[src/hdl/mhft_pkg.sv]
// Shared types, constants and helpers for the mail header field tokenizer.
// Depends on nothing; imported by every module of the block.
`timescale 1ns / 1ps

package mhft_pkg;

  localparam int unsigned MaxRes = 5;   // most results one input byte can cause
  localparam int unsigned CntW   = $clog2(MaxRes + 1);
  localparam int unsigned IdxW   = $clog2(MaxRes);

  localparam logic [7:0] ChColon = 8'h3A;
  localparam logic [7:0] ChCr    = 8'h0D;
  localparam logic [7:0] ChTab   = 8'h09;
  localparam logic [7:0] ChLf    = 8'h0A;
  localparam logic [7:0] ChF     = 8'h46;
  localparam logic [7:0] ChSpace = 8'h20;

  typedef enum logic [2:0] {
    ROLE_KEY_BYTE   = 3'd0,
    ROLE_KEY_DONE   = 3'd1,
    ROLE_VALUE_BYTE = 3'd2,
    ROLE_FIELD_DONE = 3'd3,
    ROLE_FROM_BYTE  = 3'd4,
    ROLE_FROM_DONE  = 3'd5,
    ROLE_HDRS_DONE  = 3'd6
  } role_e;

  typedef struct packed {
    logic [7:0] data;
    role_e      role;
  } res_t;

  // All results caused by one input byte, in output order.
  typedef struct packed {
    logic [CntW-1:0]     cnt;
    res_t [MaxRes-1:0]   ent;
  } rset_t;

  // Bytes of the separator prefix "From ".
  function automatic logic [7:0] sep_char(input logic [IdxW-1:0] idx);
    logic [7:0] c;
    unique case (idx)
      3'd0:    c = ChF;
      3'd1:    c = 8'h72;
      3'd2:    c = 8'h6F;
      3'd3:    c = 8'h6D;
      3'd4:    c = ChSpace;
      default: c = 8'h00;
    endcase
    return c;
  endfunction

endpackage

[src/hdl/mhft_parser.sv]
// Input word register, parse state and the single-pass tokenizing logic.
// Depends on mhft_pkg; feeds a complete result set to mhft_outbuf.
`timescale 1ns / 1ps

module mhft_parser (
  input  logic                clk_i,
  input  logic                rst_ni,
  input  logic                in_valid_i,
  output logic                in_ready_o,
  input  logic [7:0]          in_byte_i,
  input  logic                in_start_i,
  input  logic                out_free_i,
  output logic                out_load_o,
  output mhft_pkg::rset_t     out_rset_o
);
  import mhft_pkg::*;

  typedef enum logic [8:0] {
    PH_LEAD     = 9'b000000001,
    PH_LINE     = 9'b000000010,
    PH_PREFIX   = 9'b000000100,
    PH_FROM     = 9'b000001000,
    PH_KEY      = 9'b000010000,
    PH_COLON    = 9'b000100000,
    PH_VALUE    = 9'b001000000,
    PH_AFTER_LF = 9'b010000000,
    PH_DONE     = 9'b100000000
  } phase_e;

  logic          in_vld_q, in_vld_d;
  logic [7:0]    in_byte_q;
  logic          in_start_q;
  phase_e        phase_q, phase_d;
  logic [2:0]    pm_q, pm_d;

  logic          adv;
  phase_e        ph;
  logic [2:0]    pm;
  logic [7:0]    b;
  logic          is_crlf;
  logic [2:0]    pfx_n;
  role_e         pfx_role;
  logic          t0v, t1v, do_ls, do_key;
  res_t          t0, t1, kent;
  rset_t         rset;

  assign adv        = in_vld_q && out_free_i;
  assign in_ready_o = !in_vld_q || adv;
  assign in_vld_d   = in_ready_o ? in_valid_i : in_vld_q;

  always_ff @(posedge clk_i or negedge rst_ni) begin
    if (!rst_ni) begin
      in_vld_q <= 1'b0;
    end else begin
      in_vld_q <= in_vld_d;
    end
  end

  always_ff @(posedge clk_i) begin
    if (in_valid_i && in_ready_o) begin
      in_byte_q  <= in_byte_i;
      in_start_q <= in_start_i;
    end
  end

  always_comb begin
    ph       = in_start_q ? PH_LEAD : phase_q;
    pm       = in_start_q ? 3'd0 : pm_q;
    b        = in_byte_q;
    is_crlf  = (b == ChCr) || (b == ChLf);
    phase_d  = ph;
    pm_d     = pm;
    pfx_n    = 3'd0;
    pfx_role = ROLE_KEY_BYTE;
    t0v      = 1'b0;
    t1v      = 1'b0;
    t0       = '{data: 8'h00, role: ROLE_KEY_BYTE};
    t1       = '{data: 8'h00, role: ROLE_KEY_BYTE};
    kent     = '{data: 8'h00, role: ROLE_KEY_BYTE};
    do_ls    = 1'b0;
    do_key   = 1'b0;

    unique case (ph)
      PH_LEAD: begin
        if (!is_crlf) do_ls = 1'b1;
      end
      PH_LINE: begin
        do_ls = 1'b1;
      end
      PH_PREFIX: begin
        if (pm < 3'd5 && b == sep_char(pm)) begin
          if (pm == 3'd4) begin
            // full "From " seen: release it as from bytes
            pfx_n    = 3'd5;
            pfx_role = ROLE_FROM_BYTE;
            pm_d     = 3'd0;
            phase_d  = PH_FROM;
          end else begin
            pm_d = pm + 3'd1;
          end
        end else begin
          // mismatch: held bytes become key bytes, then this byte parses as key
          pfx_n  = (pm > 3'd5) ? 3'd5 : pm;
          pm_d   = 3'd0;
          do_key = 1'b1;
        end
      end
      PH_FROM: begin
        if (b == ChLf) begin
          t0v     = 1'b1;
          t0      = '{data: 8'h00, role: ROLE_FROM_DONE};
          phase_d = PH_KEY;
        end else if (b != ChCr) begin
          t0v = 1'b1;
          t0  = '{data: b, role: ROLE_FROM_BYTE};
        end
      end
      PH_KEY: begin
        do_key = 1'b1;
      end
      PH_COLON: begin
        phase_d = PH_VALUE;
      end
      PH_VALUE: begin
        if (b == ChLf) begin
          phase_d = PH_AFTER_LF;
        end else if (b != ChCr && b != ChTab) begin
          t0v = 1'b1;
          t0  = '{data: b, role: ROLE_VALUE_BYTE};
        end
      end
      PH_AFTER_LF: begin
        if (b == ChSpace || b == ChTab) begin
          // folded line: leading space is kept, leading tab dropped
          phase_d = PH_VALUE;
          if (b == ChSpace) begin
            t0v = 1'b1;
            t0  = '{data: b, role: ROLE_VALUE_BYTE};
          end
        end else begin
          t0v = 1'b1;
          t0  = '{data: 8'h00, role: ROLE_FIELD_DONE};
          if (is_crlf) begin
            t1v     = 1'b1;
            t1      = '{data: 8'h00, role: ROLE_HDRS_DONE};
            phase_d = PH_DONE;
          end else begin
            do_ls = 1'b1;
          end
        end
      end
      PH_DONE: begin
        phase_d = PH_DONE;
      end
      default: begin
        phase_d = PH_DONE;
      end
    endcase

    if (do_ls) begin
      if (b == ChF) begin
        pm_d    = 3'd1;
        phase_d = PH_PREFIX;
      end else begin
        do_key = 1'b1;
      end
    end

    if (do_key) begin
      if (b == ChColon) begin
        kent    = '{data: 8'h00, role: ROLE_KEY_DONE};
        phase_d = PH_COLON;
      end else begin
        kent    = '{data: b, role: ROLE_KEY_BYTE};
        phase_d = PH_KEY;
      end
      if (t0v) begin
        t1v = 1'b1;
        t1  = kent;
      end else begin
        t0v = 1'b1;
        t0  = kent;
      end
    end
  end

  // Lay out prefix bytes first, then up to two trailing results.
  always_comb begin
    rset.cnt = CntW'(pfx_n) + CntW'(t0v) + CntW'(t1v);
    for (int j = 0; j < MaxRes; j++) begin
      if (3'(j) < pfx_n) begin
        rset.ent[j] = '{data: sep_char(IdxW'(j)), role: pfx_role};
      end else if (3'(j) == pfx_n) begin
        rset.ent[j] = t0;
      end else begin
        rset.ent[j] = t1;
      end
    end
  end

  assign out_load_o = adv;
  assign out_rset_o = rset;

  always_ff @(posedge clk_i or negedge rst_ni) begin
    if (!rst_ni) begin
      phase_q <= PH_LEAD;
      pm_q    <= 3'd0;
    end else if (adv) begin
      phase_q <= phase_d;
      pm_q    <= pm_d;
    end
  end

  a_pm_only_in_prefix: assert property (@(posedge clk_i) disable iff (!rst_ni)
    (pm_q != 3'd0) |-> (phase_q == PH_PREFIX))
    else $error("prefix count held outside prefix phase");

  a_done_is_silent: assert property (@(posedge clk_i) disable iff (!rst_ni)
    (adv && !in_start_q && phase_q == PH_DONE) |-> (rset.cnt == '0))
    else $error("result produced after end of header block");

  a_load_needs_word: assert property (@(posedge clk_i) disable iff (!rst_ni)
    out_load_o |-> (in_vld_q && out_free_i))
    else $error("result set loaded without a held input word");

endmodule

[src/hdl/mhft_outbuf.sv]
// Result register: holds one result set and hands out one word per cycle on ready.
// Depends on mhft_pkg; loaded by mhft_parser.
`timescale 1ns / 1ps

module mhft_outbuf (
  input  logic              clk_i,
  input  logic              rst_ni,
  input  logic              load_i,
  input  mhft_pkg::rset_t   rset_i,
  output logic              free_o,
  output logic              out_valid_o,
  input  logic              out_ready_i,
  output logic [7:0]        out_byte_o,
  output logic [2:0]        out_role_o,
  output logic              out_last_o
);
  import mhft_pkg::*;

  res_t [MaxRes-1:0] ent_q;
  logic [CntW-1:0]   cnt_q, cnt_d;
  logic [IdxW-1:0]   rd_q, rd_d;
  logic              take, at_last;

  assign out_valid_o = (cnt_q != '0);
  assign at_last     = (CntW'(rd_q) == cnt_q - CntW'(1));
  assign take        = out_valid_o && out_ready_i;
  assign free_o      = !out_valid_o || (take && at_last);

  assign out_byte_o = ent_q[rd_q].data;
  assign out_role_o = ent_q[rd_q].role;
  assign out_last_o = at_last;

  always_comb begin
    cnt_d = cnt_q;
    rd_d  = rd_q;
    if (load_i && rset_i.cnt != '0) begin
      cnt_d = rset_i.cnt;
      rd_d  = '0;
    end else if (take) begin
      if (at_last) begin
        cnt_d = '0;
        rd_d  = '0;
      end else begin
        rd_d = rd_q + IdxW'(1);
      end
    end
  end

  always_ff @(posedge clk_i or negedge rst_ni) begin
    if (!rst_ni) begin
      cnt_q <= '0;
      rd_q  <= '0;
    end else begin
      cnt_q <= cnt_d;
      rd_q  <= rd_d;
    end
  end

  always_ff @(posedge clk_i) begin
    if (load_i && rset_i.cnt != '0) begin
      ent_q <= rset_i.ent;
    end
  end

  a_rd_in_range: assert property (@(posedge clk_i) disable iff (!rst_ni)
    out_valid_o |-> (CntW'(rd_q) < cnt_q))
    else $error("read index beyond held result count");

  a_load_when_free: assert property (@(posedge clk_i) disable iff (!rst_ni)
    (load_i && rset_i.cnt != '0) |-> free_o)
    else $error("result set loaded over undelivered results");

  a_last_empties: assert property (@(posedge clk_i) disable iff (!rst_ni)
    (take && at_last && !load_i) |=> !out_valid_o)
    else $error("buffer still valid after its final word was taken");

endmodule

[src/hdl/mail_header_field_tokenizer.sv]
// Top level of the mail header field tokenizer.
// Depends on mhft_pkg, mhft_parser and mhft_outbuf.
`timescale 1ns / 1ps

// Usage
//   Slave channel (s_axis_*): one raw header byte per word. tuser[0] set on
//   the first byte of a new header block restarts the tokenizer before that
//   byte is parsed.
//   Master channel (m_axis_*): one token word per result. tuser carries the
//   role (key byte, key done, value byte, field done, from byte, from done,
//   headers done); tdata carries the byte, zero for marker roles. tlast marks
//   the final token caused by one input byte. Bytes that are dropped (line
//   breaks, CR/TAB inside values, held "From " prefix bytes, bytes after the
//   end of the block) cause no token at all.
//   Path: a byte's tokens pass the input word register, then the result
//   register, which presents them; a busy result register holds the byte
//   in the input word register until it frees.
//   Throughput: one input byte per cycle while each byte yields at most one
//   token and m_axis_tready is high; a byte with more tokens holds the result
//   register until its last token is taken, as tokens leave one per cycle.
//   Reset: clears both valid flags and puts the parser in its leading line
//   break skip state with an empty prefix count.
//   Stall: while m_axis_tready is low the result register holds its word;
//   the input register still takes one more byte, then s_axis_tready drops.
module mail_header_field_tokenizer (
  input  logic        clk_i,
  input  logic        rst_ni,
  input  logic        s_axis_tvalid,
  output logic        s_axis_tready,
  input  logic [7:0]  s_axis_tdata,   // [7:0] data_byte
  input  logic [0:0]  s_axis_tuser,   // [0] block_start
  output logic        m_axis_tvalid,
  input  logic        m_axis_tready,
  output logic [7:0]  m_axis_tdata,   // [7:0] out_byte
  output logic [2:0]  m_axis_tuser,   // [2:0] role
  output logic        m_axis_tlast    // last token of this input byte
);
  import mhft_pkg::*;

  logic  out_free;
  logic  out_load;
  rset_t rset;

  // Parse one byte per cycle, while the output buffer is free, into a complete set of tokens.
  mhft_parser u_parser (
    .clk_i      (clk_i),
    .rst_ni     (rst_ni),
    .in_valid_i (s_axis_tvalid),
    .in_ready_o (s_axis_tready),
    .in_byte_i  (s_axis_tdata),
    .in_start_i (s_axis_tuser[0]),
    .out_free_i (out_free),
    .out_load_o (out_load),
    .out_rset_o (rset)
  );

  // Hold the token set and drain it one word per cycle while m_axis_tready is high.
  mhft_outbuf u_outbuf (
    .clk_i       (clk_i),
    .rst_ni      (rst_ni),
    .load_i      (out_load),
    .rset_i      (rset),
    .free_o      (out_free),
    .out_valid_o (m_axis_tvalid),
    .out_ready_i (m_axis_tready),
    .out_byte_o  (m_axis_tdata),
    .out_role_o  (m_axis_tuser),
    .out_last_o  (m_axis_tlast)
  );

endmodule

[config.mk]
export PLATFORM = sky130hd
export DESIGN_NAME = mail_header_field_tokenizer
export DESIGN_NICKNAME = d
export VERILOG_FILES = /design/src/hdl/mhft_pkg.sv /design/src/hdl/mhft_parser.sv /design/src/hdl/mhft_outbuf.sv /design/src/hdl/mail_header_field_tokenizer.sv
export SDC_FILE = /design/constraint.sdc
export NUM_CORES = 1
export LEC_CHECK = 0
export ABC_AREA = 1
export BUFFER_PORTS_ARGS = -buffer_cell sky130_fd_sc_hd__clkbuf_2
export CAP_MARGIN = 20
export CORE_ASPECT_RATIO = 0.7
export CORE_MARGIN = 1
export CORE_UTILIZATION = 57
export DETAILED_ROUTE_END_ITERATION = 16
export PLACE_DENSITY_LB_ADDON = 0.3
export SLEW_MARGIN = 20
export SYNTH_ARGS = -nofsm -noshare
export SYNTH_HDL_FRONTEND = slang
export SYNTH_HIERARCHICAL = 1
export SYNTH_SLANG_ARGS = --single-unit
[constraint.sdc]
create_clock -name clk_i -period 7 [get_ports clk_i]
set_clock_uncertainty 0.2 [all_clocks]
set_input_delay 1.4 -clock clk_i [delete_from_list [all_inputs] [get_ports clk_i]]
set_output_delay 1.4 -clock clk_i [all_outputs]
set_load 0.02 [all_outputs]
==> results.py <==
metrics = {
    "clock_network": {
        "cts_root_buf": "clkbuf_16",
        "clockBufferDepth": 2,
        "cts_resized": 0,
        "cts.reportedPaths.clkPinSlew_ns": 0.06,
        "cts_tree": "yes",
        "numClockSinks": 83,
        "cts_inserted_buffers": 9,
        "htree_num_levels": 3,
        "holdBufCountCts": 0,
        "cts_setup_buffers": 0,
        "insertion_delay_ns": 0.34,
    },
    "hold_path": {
        "worstHoldPathType": "flip-flop to flip-flop",
    },
    "synthesis": {
        "synth_edf_count": 64,
        "synth_area_per_cell_um2": 7.34,
        "syn_nets": 745,
        "ys_seq_elements": 83,
        "synthFlopType": "edfxtp_1",
        "yosys_warnings": 6,
        "syn-cell-area_um2": 5300,
        "async_flop_share": 0.229,
        "ys_seq_area_frac": 0.452,
        "syn_inst": 722,
        "yosysUniqueCellTypes": 39,
    },
    "critical_path": {
        "critPathMostFrequentCell": "nand2_1",
        "crit_family": "simple AND/OR/NAND/NOR gates",
        "arrival_ns": 5.73,
        "cp.depth": 23,
        "timing.rr.start": "u_parser/in_start_q",
        "slowest_stage": "nand3_2",
        "max_stage_delay_ns": 0.68,
        "reg2reg_slack_ns": 1.29,
        "start_kind": "flip-flop",
        "critPathBufInv": 5,
        "reg2regPathDepth": 23,
        "startpoint": "u_parser/in_start_q",
        "critPathMaxFanout": 36,
        "worstPathRequired_ns": 7.02,
        "crit_end": "u_outbuf/rd_q[1]",
        "critical_path_class": "flip-flop to flip-flop",
        "worstPathCellList": "inv_2 -> nand2_1 -> inv_1 -> ha_1 -> ha_1 -> inv_1 -> nand2_1 -> nand2_1 -> nand2_1 -> nand3_2 -> o21ai_2 -> nand3_2 -> or2_2 -> fa_1 -> ha_1 -> xnor2_1 -> inv_1 -> nand2_1 -> nand3_2 -> inv_2 -> nand2_2 -> nand4_1 -> nand2_1",
        "end_kind": "flip-flop",
        "rr_endpoint": "u_outbuf/rd_q[1]",
    },
    "final_layout": {
        "num_antenna_cells": 0,
        "syn_to_final_growth_pct": 10.4,
        "nets": 766,
        "drive_above_1_share": 0.108,
    },
    "job": {
        "cap_violations": 0,
    },
    "detailed_routing": {
        "drc": 0,
        "drt_iter0_markers": 527,
        "totalWireLength_mm": 14.2,
        "wl_per_cell_um": 16.3,
        "dr_wl_met2_mm": 6.18,
        "drt-vias-per-instance": 5.75,
        "met1_length_mm": 6.27,
        "drtPass1Iterations": 5,
        "num_vias": 5015,
        "topRoutingLayerUsed": "met4",
        "antenna_left": 0,
        "met3_length_mm": 1.58,
    },
    "placement": {
        "place_congestion": 1.01,
        "port_buffers": 26,
        "dp_hpwl_mm": 10.3,
    },
    "timing": {
        "hold_violations": 0,
        "tightestPinTransition_ns": 1.11,
        "period_minus_slack_ns": 5.71,
        "rsz0062_at_grt": "no",
        "setup_violations": 0,
        "fin_crit_sh": 0.815,
        "fin_tns_setup_ns": 0,
        "whs_ns": 0.274,
        "drv_slew": 0,
        "fmax_mhz": 175,
        "slew_headroom": 0.258,
    },
    "grt": {
        "grt-ovfl-total": 0,
        "grt_pass1_wl_mm": 22.3,
        "grt_usage": 0.310,
        "first_global_vias": 4468,
        "antenna_found_initial": 0,
        "grt_max_degree": 37,
    },
    "floorplanning": {
        "core_area_um2": 9030,
        "dieArea_um2": 9700,
        "rows": 29,
        "die_h_um": 82.7,
        "initial_core_util": 0.587,
        "die_w_um": 117,
        "io_pins": 27,
    },
    "power": {
        "p_leak_nw": 2.99,
        "p_total_mw": 2.15,
        "powerDensity_nw_per_um2": 367,
        "ir_worst_vdd_mv": 0.227,
    },
    "outcome": {
        "outcome": "finished clean",
    },
}
==> report_power, final <==
group | total, mW | switching [mW] | internal, mW
clock | 0.555 | 0.200 | 0.355
sequential | 0.770 | 0.101 | 0.668
combinational | 0.825 | 0.588 | 0.237
total | 2.15 | 0.889 | 1.26
==> through the flow <==
| step | cell area, µm² | setup WS (ns) | util | cells |
|---|---|---|---|---|
| final | 5850 | 1.29 | 0.648 | 872 |
| after floorplan | 5300 | 1.58 | - | 722 |
| after CTS | 5850 | 1.32 | 0.648 | 872 |
| after global routing | 5850 | 0.825 | 0.648 | 872 |
| after global placement | 5500 | 1.55 | 0.609 | 856 |
| after detailed placement | 5500 | 1.30 | 0.609 | 856 |
==> sequential cells by signal, summed over array words and instances (netlist names) <==
| register | flops |
|---|---|
| u_outbuf/cnt_q | 3 |
| u_parser/in_vld_q | 1 |
| u_outbuf/rd_q | 3 |
| u_parser/phase_q | 9 |
| u_outbuf/ent_q | 55 |
| u_parser/in_start_q | 1 |
| u_parser/b | 8 |
| u_parser/pm_q | 3 |
==> worst min-delay path, delay by kind of cell (launching register included) <==
kind / cells / cell delay, ns
DFF: 1 / 0.34
and+or+nand+nor: 2 / 0.11
==> how the worst min path moves through the flow <==
| stage | slack (ns) | startpoint | depth (start not counted) | end |
|---|---|---|---|---|
| finish | 0.27 | u_outbuf/cnt_q[1] | 2 | u_outbuf/cnt_q[1] |
| global route | 0.29 | u_outbuf/cnt_q[1] | 2 | u_outbuf/cnt_q[1] |
| CTS | 0.28 | u_outbuf/cnt_q[1] | 2 | u_outbuf/cnt_q[1] |
| detailed placement | 0.26 | u_outbuf/cnt_q[1] | 2 | u_outbuf/cnt_q[1] |
| global placement | 0.27 | u_outbuf/cnt_q[1] | 2 | u_outbuf/cnt_q[1] |
| floorplan | 0.24 | u_outbuf/cnt_q[1] | 2 | u_outbuf/cnt_q[1] |
==> synthesized netlist by cell type (2+ instances only) <==
cell type,n,area share
nor3_1,4,0.0038
nand2_1,240,0.17
dfrtp_1,18,0.085
a21oi_1,12,0.011
buf_2,9,0.0085
o21ai_2,3,0.0050
o21a_1,2,0.0028
ha_1,9,0.021
nand3_2,5,0.0094
o21ai_1,2,0.0019
nand3_1,87,0.082
inv_2,10,0.0071
buf_4,3,0.0042
nand2_2,9,0.011
nand4_1,8,0.0094
nor2_2,3,0.0035
edfxtp_1,64,0.36
inv_1,84,0.059
o211ai_1,4,0.0057
o21ai_0,50,0.047
nor2_1,77,0.055
buf_6,2,0.0042
==> placed cells by master, fill, tap and decap left out, drive strengths merged <==
| cell type | synthesis | layout |
|---|---|---|
| o211ai | 4 | 4 |
| inv | 95 | 99 |
| ha | 9 | 9 |
| nor4 | 1 | 1 |
| o22ai | 1 | 1 |
| nor2 | 81 | 81 |
| clkbuf | 2 | 35 |
| nand4 | 8 | 8 |
| nor3 | 4 | 4 |
| edfxtp | 64 | 64 |
| xnor2 | 1 | 1 |
| or2 | 1 | 1 |
| a21boi | 1 | 1 |
| bufinv | 0 | 3 |
| nand3 | 92 | 92 |
| o21ai | 55 | 55 |
| clkinv | 1 | 1 |
| o21a | 2 | 2 |
| dfrtp | 18 | 18 |
| nand3b | 1 | 1 |
| buf | 15 | 1 |
| xor2 | 1 | 1 |
| a21oi | 12 | 12 |
| dfstp | 1 | 1 |
| fa | 1 | 1 |
| nand2 | 251 | 251 |
==> per-layer routing <==
layer | vias up | track usage
met1 | 2295 | 0.431
met3 | 23 | 0.0854
met5 | - | 0
li1 | 2384 | -
met2 | 313 | 0.481
met4 | 0 | 0.0772
==> area by class of cell <==
cell class	count	area (µm²)
flip-flops and latches	83	2400
fillers	757	3180
multi-input cells	526	2450
repair buffers	27	138
well taps	124	155
clock buffers	9	225
inverters	96	363
clock inverters	7	128
==> kinds of logic after synthesis <==
kind of cell / count (synthesis) / share of synthesized area
and+or+nand+nor: 439 / 0.355
buffers and inverters: 113 / 0.0878
DFF: 83 / 0.452
AOI/OAI and AO/OA: 75 / 0.0765
adders and majority gates: 10 / 0.0250
xor gates and xnor gates: 2 / 0.00330
(Power assumes the default switching activity.)
